===== config.mk =====
export PLATFORM = sky130hd
export DESIGN_NAME = software_timer_queue_core_flat
export DESIGN_NICKNAME = d
export VERILOG_FILES = /design/src/sv/stq_pkg.sv /design/src/sv/stq_if.sv /design/src/sv/stq_scan_unit.sv /design/src/sv/software_timer_queue_core.sv /design/src/flat_wrapper.sv
export SDC_FILE = /design/constraint.sdc
export NUM_CORES = 2
export LEC_CHECK = 0
export BUFFER_PORTS_ARGS = -buffer_cell sky130_fd_sc_hd__buf_2
export CAP_MARGIN = 20
export CELL_PAD_IN_SITES_DETAIL_PLACEMENT = 1
export CELL_PAD_IN_SITES_GLOBAL_PLACEMENT = 1
export CORE_MARGIN = 2
export CORE_UTILIZATION = 35
export CTS_BUF_LIST = sky130_fd_sc_hd__clkbuf_4 sky130_fd_sc_hd__clkbuf_8 sky130_fd_sc_hd__clkbuf_16
export CTS_CLUSTER_DIAMETER = 40
export DETAILED_ROUTE_END_ITERATION = 10
export GPL_ROUTABILITY_DRIVEN = 1
export PLACE_DENSITY = 0.56
export SYNTH_ARGS = -nofsm -noshare
export SYNTH_HDL_FRONTEND = slang
export SYNTH_SLANG_ARGS = --single-unit

===== constraint.sdc =====
create_clock -name clock -period 23.4 [get_ports clock]
set_input_delay 0 -clock clock [delete_from_list [all_inputs] [get_ports clock]]
set_output_delay 0 -clock clock [all_outputs]
set_load 0.05 [all_outputs]

===== src/sv/stq_pkg.sv =====
// Shared types and constants for the software timer queue.
`timescale 1ns / 1ps
`default_nettype none

package stq_pkg;

   localparam int TIMERS  = 16;
   localparam int MAX_OUT = 16;
   localparam int IDX_W   = (TIMERS > 1) ? $clog2(TIMERS) : 1;
   localparam int CNT_W   = $clog2(MAX_OUT + 1);

   typedef enum logic [1:0] {
      KIND_ADD     = 2'd0,
      KIND_REMOVE  = 2'd1,
      KIND_SERVICE = 2'd2,
      KIND_QUERY   = 2'd3
   } kind_type;

   typedef enum logic [2:0] {
      STAT_ADDED        = 3'd0,
      STAT_REMOVED      = 3'd1,
      STAT_NOT_FOUND    = 3'd2,
      STAT_FULL         = 3'd3,
      STAT_EXPIRED      = 3'd4,
      STAT_NONE_EXPIRED = 3'd5,
      STAT_REMAINING    = 3'd6
   } status_type;

   typedef enum logic [1:0] {
      S_IDLE,
      S_SCAN,
      S_FINISH,
      S_FLUSH
   } state_type;

   // One slot as seen by the scan comparator.
   typedef struct packed {
      logic        valid;
      logic        done;
      logic [31:0] id;
      logic [31:0] deadline;
   } slot_view_type;

   // Best candidate found so far in the current scan.
   typedef struct packed {
      logic             found;
      logic [IDX_W-1:0] idx;
      logic [31:0]      id;
      logic [31:0]      deadline;
      logic [31:0]      period;
      logic             rpt;
   } best_type;

endpackage

`default_nettype wire


===== src/sv/stq_if.sv =====
// Request and response channel interfaces for the software timer queue.
`timescale 1ns / 1ps
`default_nettype none

interface stq_req_if;
   import stq_pkg::*;
   logic        valid;
   logic        ready;
   kind_type    kind;
   logic [31:0] now_ms;
   logic [31:0] interval_ms;
   logic        repeat_req;
   logic [31:0] target_id;

   modport source (output valid, output kind, output now_ms, output interval_ms,
                   output repeat_req, output target_id, input ready);
   modport sink   (input valid, input kind, input now_ms, input interval_ms,
                   input repeat_req, input target_id, output ready);
endinterface

interface stq_rsp_if;
   import stq_pkg::*;
   logic               valid;
   logic               ready;
   status_type         status;
   logic [31:0]        timer_num;
   logic signed [32:0] remaining_ms;
   logic               last;

   modport source (output valid, output status, output timer_num, output remaining_ms,
                   output last, input ready);
   modport sink   (input valid, input status, input timer_num, input remaining_ms,
                   input last, output ready);
endinterface

`default_nettype wire


===== src/sv/stq_scan_unit.sv =====
// Shared slot comparator: decides whether the scanned slot becomes the new candidate.
`timescale 1ns / 1ps
`default_nettype none

module stq_scan_unit (
   input  stq_pkg::kind_type      kind,
   input  logic [31:0]            now_ms,
   input  logic [31:0]            target_id,
   input  stq_pkg::slot_view_type slot,
   input  stq_pkg::best_type      best,
   output logic                   take
);
   import stq_pkg::*;

   logic dl_less;
   logic dl_equal;
   logic id_less;
   logic expired;

   assign dl_less  = slot.deadline < best.deadline;
   assign dl_equal = slot.deadline == best.deadline;
   assign id_less  = slot.id < best.id;
   assign expired  = slot.deadline <= now_ms;

   always_comb begin
      unique case (kind)
         KIND_ADD: begin
            // first free slot wins
            take = !slot.valid && !best.found;
         end
         KIND_REMOVE: begin
            take = slot.valid && (slot.id == target_id) && !best.found;
         end
         KIND_QUERY: begin
            take = slot.valid && (!best.found || dl_less);
         end
         KIND_SERVICE: begin
            // order by (deadline, id); strict compare keeps the lower slot on ties
            take = slot.valid && !slot.done && expired &&
                   (!best.found || dl_less || (dl_equal && id_less));
         end
         default: begin
            take = 1'b0;
         end
      endcase
   end

endmodule

`default_nettype wire


===== src/sv/software_timer_queue_core.sv =====
// Top level of the software timer queue: slot table, scan sequencer and response register.
// Add, remove and query: accept, a scan of all TIMERS slots (one comparator), then finish.
// Service: accept, then a scan and a finish per expired timer, then a final scan and finish
// (or a flush after the sixteenth timer); finish and flush wait while the output is stalled.
// A result may wait in the output register while the next request is accepted.
// Synchronous reset empties the table, zeroes the id counter and drops any pending result.
`timescale 1ns / 1ps
`default_nettype none

module software_timer_queue_core (
   input  logic      clock,
   input  logic      reset,
   stq_req_if.sink   req_chan,
   stq_rsp_if.source rsp_chan
);
   import stq_pkg::*;

   state_type          state_ff, state_in;

   kind_type           kind_ff;
   logic [31:0]        now_ff;
   logic [31:0]        ival_ff;
   logic               rep_ff;
   logic [31:0]        target_ff;

   logic [TIMERS-1:0]  valid_ff;
   logic [TIMERS-1:0]  done_ff;
   logic [31:0]        slot_id_ff  [TIMERS];
   logic [31:0]        slot_dl_ff  [TIMERS];
   logic [31:0]        slot_per_ff [TIMERS];
   logic [TIMERS-1:0]  slot_rep_ff;

   logic [IDX_W-1:0]   scan_idx_ff;
   best_type           best_ff;
   logic               pend_ff;
   logic [31:0]        pend_id_ff;
   logic [CNT_W-1:0]   cnt_ff;
   logic [31:0]        next_id_ff;

   logic               rsp_valid_ff, rsp_valid_in;
   status_type         rsp_status_ff;
   logic [31:0]        rsp_id_ff;
   logic signed [32:0] rsp_rem_ff;
   logic               rsp_last_ff;

   slot_view_type      slot_view;
   logic               take;
   logic               scan_last;
   logic               out_free;
   logic               do_accept;
   logic               do_scan;
   logic               do_finish;
   logic               do_flush;
   logic               svc_hit;
   logic               cnt_full;

   logic [31:0]        add_b;
   logic [32:0]        sum;
   logic [31:0]        sat_sum;
   logic [31:0]        diff;

   logic               load_rsp;
   status_type         nx_status;
   logic [31:0]        nx_id;
   logic signed [32:0] nx_rem;
   logic               nx_last;

   // scanned slot
   always_comb begin
      slot_view.valid    = valid_ff[scan_idx_ff];
      slot_view.done     = done_ff[scan_idx_ff];
      slot_view.id       = slot_id_ff[scan_idx_ff];
      slot_view.deadline = slot_dl_ff[scan_idx_ff];
   end

   stq_scan_unit u_scan (
      .kind      (kind_ff),
      .now_ms    (now_ff),
      .target_id (target_ff),
      .slot      (slot_view),
      .best      (best_ff),
      .take      (take)
   );

   assign scan_last = scan_idx_ff == IDX_W'(TIMERS - 1);
   assign out_free  = !rsp_valid_ff || rsp_chan.ready;
   assign svc_hit   = (kind_ff == KIND_SERVICE) && best_ff.found;
   assign cnt_full  = cnt_ff == CNT_W'(MAX_OUT - 1);

   // shared saturating adder: new deadline on add, rearm on service
   assign add_b   = (kind_ff == KIND_ADD) ? ival_ff : best_ff.period;
   assign sum     = {1'b0, now_ff} + {1'b0, add_b};
   assign sat_sum = sum[32] ? 32'hFFFF_FFFF : sum[31:0];
   assign diff    = best_ff.deadline - now_ff;

   // next state
   always_comb begin
      state_in = state_ff;
      unique case (state_ff)
         S_IDLE: begin
            if (req_chan.valid) state_in = S_SCAN;
         end
         S_SCAN: begin
            if (scan_last) state_in = S_FINISH;
         end
         S_FINISH: begin
            if (out_free) begin
               if (svc_hit) state_in = cnt_full ? S_FLUSH : S_SCAN;
               else         state_in = S_IDLE;
            end
         end
         S_FLUSH: begin
            if (out_free) state_in = S_IDLE;
         end
         default: begin
            state_in = S_IDLE;
         end
      endcase
   end

   // sequencer outputs
   always_comb begin
      do_accept = 1'b0;
      do_scan   = 1'b0;
      do_finish = 1'b0;
      do_flush  = 1'b0;
      unique case (state_ff)
         S_IDLE:   do_accept = req_chan.valid;
         S_SCAN:   do_scan   = 1'b1;
         S_FINISH: do_finish = out_free;
         S_FLUSH:  do_flush  = out_free;
         default:  do_accept = 1'b0;
      endcase
   end

   assign req_chan.ready = state_ff == S_IDLE;

   // response word
   always_comb begin
      load_rsp  = 1'b0;
      nx_status = STAT_NONE_EXPIRED;
      nx_id     = 32'd0;
      nx_rem    = 33'sd0;
      nx_last   = 1'b1;
      if (do_finish) begin
         unique case (kind_ff)
            KIND_ADD: begin
               load_rsp = 1'b1;
               if (best_ff.found) begin
                  nx_status = STAT_ADDED;
                  nx_id     = next_id_ff + 32'd1;
               end else begin
                  nx_status = STAT_FULL;
               end
            end
            KIND_REMOVE: begin
               load_rsp  = 1'b1;
               nx_status = best_ff.found ? STAT_REMOVED : STAT_NOT_FOUND;
            end
            KIND_QUERY: begin
               load_rsp  = 1'b1;
               nx_status = STAT_REMAINING;
               if (!best_ff.found)                nx_rem = -33'sd1;
               else if (best_ff.deadline > now_ff) nx_rem = $signed({1'b0, diff});
               else                               nx_rem = 33'sd0;
            end
            KIND_SERVICE: begin
               // emit the held timer only once the next scan shows whether it is final
               if (best_ff.found) begin
                  load_rsp  = pend_ff;
                  nx_status = STAT_EXPIRED;
                  nx_id     = pend_id_ff;
                  nx_last   = 1'b0;
               end else begin
                  load_rsp = 1'b1;
                  if (pend_ff) begin
                     nx_status = STAT_EXPIRED;
                     nx_id     = pend_id_ff;
                  end
               end
            end
            default: begin
               load_rsp = 1'b0;
            end
         endcase
      end else if (do_flush) begin
         load_rsp  = 1'b1;
         nx_status = STAT_EXPIRED;
         nx_id     = pend_id_ff;
      end
   end

   assign rsp_valid_in = load_rsp ? 1'b1 : (rsp_chan.ready ? 1'b0 : rsp_valid_ff);

   // control state
   always_ff @(posedge clock) begin
      if (reset) begin
         state_ff     <= S_IDLE;
         valid_ff     <= '0;
         next_id_ff   <= 32'd0;
         rsp_valid_ff <= 1'b0;
      end else begin
         state_ff     <= state_in;
         rsp_valid_ff <= rsp_valid_in;
         if (do_finish && best_ff.found) begin
            unique case (kind_ff)
               KIND_ADD: begin
                  valid_ff[best_ff.idx] <= 1'b1;
                  next_id_ff            <= next_id_ff + 32'd1;
               end
               KIND_REMOVE: begin
                  valid_ff[best_ff.idx] <= 1'b0;
               end
               KIND_SERVICE: begin
                  // free a one-shot timer
                  if (!best_ff.rpt) valid_ff[best_ff.idx] <= 1'b0;
               end
               KIND_QUERY: begin
                  valid_ff <= valid_ff;
               end
               default: begin
                  valid_ff <= valid_ff;
               end
            endcase
         end
      end
   end

   // request, scan and slot payload
   always_ff @(posedge clock) begin
      if (do_accept) begin
         kind_ff       <= req_chan.kind;
         now_ff        <= req_chan.now_ms;
         ival_ff       <= req_chan.interval_ms;
         rep_ff        <= req_chan.repeat_req;
         target_ff     <= req_chan.target_id;
         scan_idx_ff   <= '0;
         best_ff.found <= 1'b0;
         done_ff       <= '0;
         pend_ff       <= 1'b0;
         cnt_ff        <= '0;
      end
      if (do_scan) begin
         scan_idx_ff <= scan_last ? '0 : scan_idx_ff + IDX_W'(1);
         if (take) begin
            best_ff.found    <= 1'b1;
            best_ff.idx      <= scan_idx_ff;
            best_ff.id       <= slot_id_ff[scan_idx_ff];
            best_ff.deadline <= slot_dl_ff[scan_idx_ff];
            best_ff.period   <= slot_per_ff[scan_idx_ff];
            best_ff.rpt      <= slot_rep_ff[scan_idx_ff];
         end
      end
      if (do_finish && best_ff.found) begin
         if (kind_ff == KIND_ADD) begin
            slot_id_ff[best_ff.idx]  <= next_id_ff + 32'd1;
            slot_dl_ff[best_ff.idx]  <= sat_sum;
            slot_per_ff[best_ff.idx] <= (ival_ff == 32'd0) ? 32'd1 : ival_ff;
            slot_rep_ff[best_ff.idx] <= rep_ff;
         end
         if (kind_ff == KIND_SERVICE) begin
            done_ff[best_ff.idx] <= 1'b1;
            if (best_ff.rpt) slot_dl_ff[best_ff.idx] <= sat_sum;
            pend_ff       <= 1'b1;
            pend_id_ff    <= best_ff.id;
            cnt_ff        <= cnt_ff + CNT_W'(1);
            best_ff.found <= 1'b0;
         end
      end
      if (load_rsp) begin
         rsp_status_ff <= nx_status;
         rsp_id_ff     <= nx_id;
         rsp_rem_ff    <= nx_rem;
         rsp_last_ff   <= nx_last;
      end
   end

   assign rsp_chan.valid        = rsp_valid_ff;
   assign rsp_chan.status       = rsp_status_ff;
   assign rsp_chan.timer_num    = rsp_id_ff;
   assign rsp_chan.remaining_ms = rsp_rem_ff;
   assign rsp_chan.last         = rsp_last_ff;

endmodule

`default_nettype wire


===== src/flat_wrapper.sv =====
// flat-port wrapper written by rule: the top's interface ports become plain ports
module software_timer_queue_core_flat import stq_pkg::*;
  (clock, reset, req_chan_valid, req_chan_kind, req_chan_now_ms, req_chan_interval_ms, req_chan_repeat_req, req_chan_target_id, req_chan_ready, rsp_chan_valid, rsp_chan_status, rsp_chan_timer_num, rsp_chan_remaining_ms, rsp_chan_last, rsp_chan_ready);
  stq_req_if req_chan_i ();
  stq_rsp_if rsp_chan_i ();
  input  logic clock;
  input  logic reset;
  input wire logic [$bits(req_chan_i.valid)-1:0] req_chan_valid;
  input wire logic [$bits(req_chan_i.kind)-1:0] req_chan_kind;
  input wire logic [$bits(req_chan_i.now_ms)-1:0] req_chan_now_ms;
  input wire logic [$bits(req_chan_i.interval_ms)-1:0] req_chan_interval_ms;
  input wire logic [$bits(req_chan_i.repeat_req)-1:0] req_chan_repeat_req;
  input wire logic [$bits(req_chan_i.target_id)-1:0] req_chan_target_id;
  output wire logic [$bits(req_chan_i.ready)-1:0] req_chan_ready;
  output wire logic [$bits(rsp_chan_i.valid)-1:0] rsp_chan_valid;
  output wire logic [$bits(rsp_chan_i.status)-1:0] rsp_chan_status;
  output wire logic [$bits(rsp_chan_i.timer_num)-1:0] rsp_chan_timer_num;
  output wire logic [$bits(rsp_chan_i.remaining_ms)-1:0] rsp_chan_remaining_ms;
  output wire logic [$bits(rsp_chan_i.last)-1:0] rsp_chan_last;
  input wire logic [$bits(rsp_chan_i.ready)-1:0] rsp_chan_ready;
  assign req_chan_i.valid = req_chan_valid;
  assign req_chan_i.kind = req_chan_kind;
  assign req_chan_i.now_ms = req_chan_now_ms;
  assign req_chan_i.interval_ms = req_chan_interval_ms;
  assign req_chan_i.repeat_req = req_chan_repeat_req;
  assign req_chan_i.target_id = req_chan_target_id;
  assign req_chan_ready = req_chan_i.ready;
  assign rsp_chan_valid = rsp_chan_i.valid;
  assign rsp_chan_status = rsp_chan_i.status;
  assign rsp_chan_timer_num = rsp_chan_i.timer_num;
  assign rsp_chan_remaining_ms = rsp_chan_i.remaining_ms;
  assign rsp_chan_last = rsp_chan_i.last;
  assign rsp_chan_i.ready = rsp_chan_ready;
  software_timer_queue_core u_core (.clock(clock), .reset(reset), .req_chan(req_chan_i), .rsp_chan(rsp_chan_i));
endmodule

==> flow_metrics.tcl <==
set metrics [dict create \
    status "finished, final reports clean" \
    layout-drive-gt1-share_pct 28.9 \
    final_nets 4972 \
    drc 0 \
    min_path_cells 4 \
    synth_top_area_share_pct 70.9 \
    nFillCells 21294 \
    fin_skew_ps 77.0 \
    die_y_microns 478 \
    fin_crit_ps 8560 \
    synth_seq_area_share_pct 72.9 \
    gp_congestion 0.798 \
    grt_pass1_wl_mm 331 \
    wl_mm 231 \
    cpMostUsedCell "buf_4" \
    via_per_inst 5.31 \
    slew_headroom_pct 29.3 \
    htree_num_levels 5 \
    tightest_slew_ps 1060 \
    worst-path-buf-inv 6 \
    fin_util_pct 43.2 \
    gr-total-overflow 0 \
    path_depth 18 \
    dominantRegCellSynth "edfxtp_1" \
    cp-end-kind "flip-flop" \
    grt_pass1_vias 45052 \
    grt.total_usage_pct 20.2 \
    cp_slowest_cell "dfxtp_4" \
    wl_per_cell_microns 29.0 \
    hold_violations 0 \
    num_vias 42214 \
    cp-start-kind "flip-flop" \
    place_inst 7150 \
    holdWs_ps 228 \
    finalSetupTns_ps 0 \
    synth_top_cell_by_area "edfxtp_1" \
    cts_tree "done" \
    grt_max_degree 99 \
    num_rows 174 \
    power.leakage_nw 31.2 \
    hp-start "req_chan_valid" \
    ir_drop_v 0.0000596 \
    io_pins 174 \
    syn_to_final_growth_pct 23.2 \
    chipWidth_microns 478 \
    insertion_delay_ps 940 \
    drv_slew 0 \
    r2r_end "u_core.best_ff[1]" \
    path_max_fanout 98 \
    synthArstFlopShare_pct 0 \
    synth_fp_nets 4339 \
    hold_class "in -> reg" \
    drt_iter0_markers 3584 \
    synth.area.top_cells "edfxtp_1 (71%), mux4_2 (14%), ha_1 (2.7%), dfxtp_1 (2.0%), xnor2_1 (0.91%)" \
    most-common-layout-cells "edfxtp_1 (1,857), mux4_2 (478), clkbuf_16 (338)" \
    r2r_setup_slack_ps 14840 \
    cts_max_path_buffers 4 \
    rsz0062_at_grt "false" \
    ys_ff_latch 1935 \
    cts.clk_slew.worst_paths_ps 50 \
    setup_viol 0 \
    synth-edff-count 1857 \
    max_freq_ghz 0.117 \
    clock_sinks 1935 \
    antenna_found_initial 12 \
    stdcell_count 7956 \
    layout_commonest_cell "edfxtp_1" \
    cts_buffers 334 \
    crit_family "buffers and inverters" \
    ys_warn_count 0 \
    ant_nets 0 \
    synth_cell_types 74 \
    firstDrtPassIters 5 \
    cts_root_buffer "clkbuf_16" \
    avgSynthCellArea_sq_um 19.3 \
    cp.required_ps 23920 \
    drv_cap 0 \
    dieArea_sq_um 229000 \
    syn_area_sq_um 78700 \
    io_buffers 173 \
    cts_resized 0 \
    initial_core_util_pct 35.1 \
    coreArea_sq_um 224000 \
    crit_type "reg -> reg" \
    powerDensity_nw_per_um2 99.8 \
    cp_data_arrival_time_ps 9080 \
    hpwlAfterDp_mm 134 \
    max_stage_delay_ps 910 \
    rr_worst_depth 18 \
    fin_crit_sh_pct 36.6 \
    path_cells "buf_4 -> buf_12 -> buf_4 -> buf_4 -> mux4_2 -> a211oi_1 -> a31oi_1 -> ha_1 -> a21o_1 -> a21o_1 -> a21oi_1 -> nor2_1 -> a211o_1 -> nor4_1 -> a31oi_1 -> o21ai_4 -> buf_4 -> buf_4" \
    syn_inst 4067 \
]
-- logic make-up after synthesis --
kind of cell	after synthesis	share of synthesized area, %
flip-flops	1935	72.9
buffers and inverters	342	1.84
multiplexers	526	14.3
AO/OA/AOI/OAI	430	3.55
adder cells (fa/ha/maj)	169	2.71
XOR/XNOR	142	1.58
AND/OR/NAND/NOR	523	3.12
-- tightest hold or removal path, stage by stage --
cell           delay, ps
dlygate4sd3_1        520
buf_2                180
o21bai_1             160
a21o_1               210
-- layout make-up --
class	instances	area, sq um	area share, %
flip-flops and latches	1935	57300	59.2
repair buffers	500	3900	4.03
clock buffers	358	8590	8.86
well taps	2992	3740	3.86
diodes	4	10.0	0.0103
inverters	139	536	0.553
clock inverters	238	2610	2.69
multi-input cells	1790	20200	20.8
-- flip-flops by register name, summed over array words and instances (netlist names), 2 cells and up, named ones only --
signal	cells
u_core.slot_dl_ff	512
u_core.slot_id_ff	512
u_core.slot_per_ff	512
u_core.best_ff	102
u_core.rsp_chan.remaining_ms	33
u_core.ival_ff	32
u_core.next_id_ff	32
u_core.now_ff	32
u_core.pend_id_ff	32
u_core.rsp_chan.timer_num	32
u_core.target_ff	32
u_core.done_ff	16
u_core.slot_rep_ff	16
u_core.cnt_ff	5
u_core.scan_idx_ff	4
u_core.rsp_chan.status	3
u_core.kind_ff	2
u_core.state_ff	2
-- timing repair --
action,in CTS,in global routing
endpoints found under the hold margin,158,0
hold buffers,202,0
buffers inserted,0,0
-- how the worst max path moves through the flow --
stage                   endpoint      start  slack [ps]
3_5_place_dp   u_core.best_ff[8]  flip-flop       14520
3_3_place_gp   u_core.best_ff[8]  flip-flop       14470
4_1_cts        u_core.best_ff[1]  flip-flop       14460
5_1_grt        u_core.best_ff[1]  flip-flop       14010
2_1_floorplan  u_core.best_ff[0]  flip-flop       15440
6_report       u_core.best_ff[1]  flip-flop       14840
-- per-layer routing --
metal / GRT usage, % / part of all wire (%) / wire length, microns
met4: 6.55 / 3.1 / 7160
met1: 26.9 / 42 / 97600
met3: 3.87 / 5.8 / 13300
met5: 0 / 0.0095 / 22
met2: 33.2 / 49 / 113000
-- cells in the mapped netlist, drive strengths merged, types with 9 or more instances --
master and n:
edfxtp 1857, mux4 478, ha 167, nand2 162, nor2 146, inv 139, clkbuf 112, a21oi 110
o21ai 104, buf 91, xnor2 82, dfxtp 78, xor2 60, a21o 52, nand3 49, nand4 35
mux2 33, a22o 30, nor3 29, nor2b 27, a211oi 23, a31oi 23, nor4 18, a311oi 17
nand2b 16, mux2i 15, and3 13, o21a 9, o21bai 9, or3 9
-- through the flow --
| step | area (sq um) | power, mW | worst slack [ps] |
|---|---|---|---|
| 3_5_place_dp | 83600 | 4.86 | 14520 |
| 5_1_grt | 96900 | 9.99 | 14010 |
| 2_1_floorplan | 78700 | 4.57 | 15440 |
| 3_3_place_gp | 83600 | 4.85 | 14470 |
| 4_1_cts | 96800 | 9.78 | 14460 |
| 6_report | 96900 | 9.68 | 14840 |
-- power by group --
part	internal (mW)	switching, mW
sequential	3.91	0.0643
combinational	0.341	0.492
clock	3.12	1.76
Power figures use the tool's default switching activity.
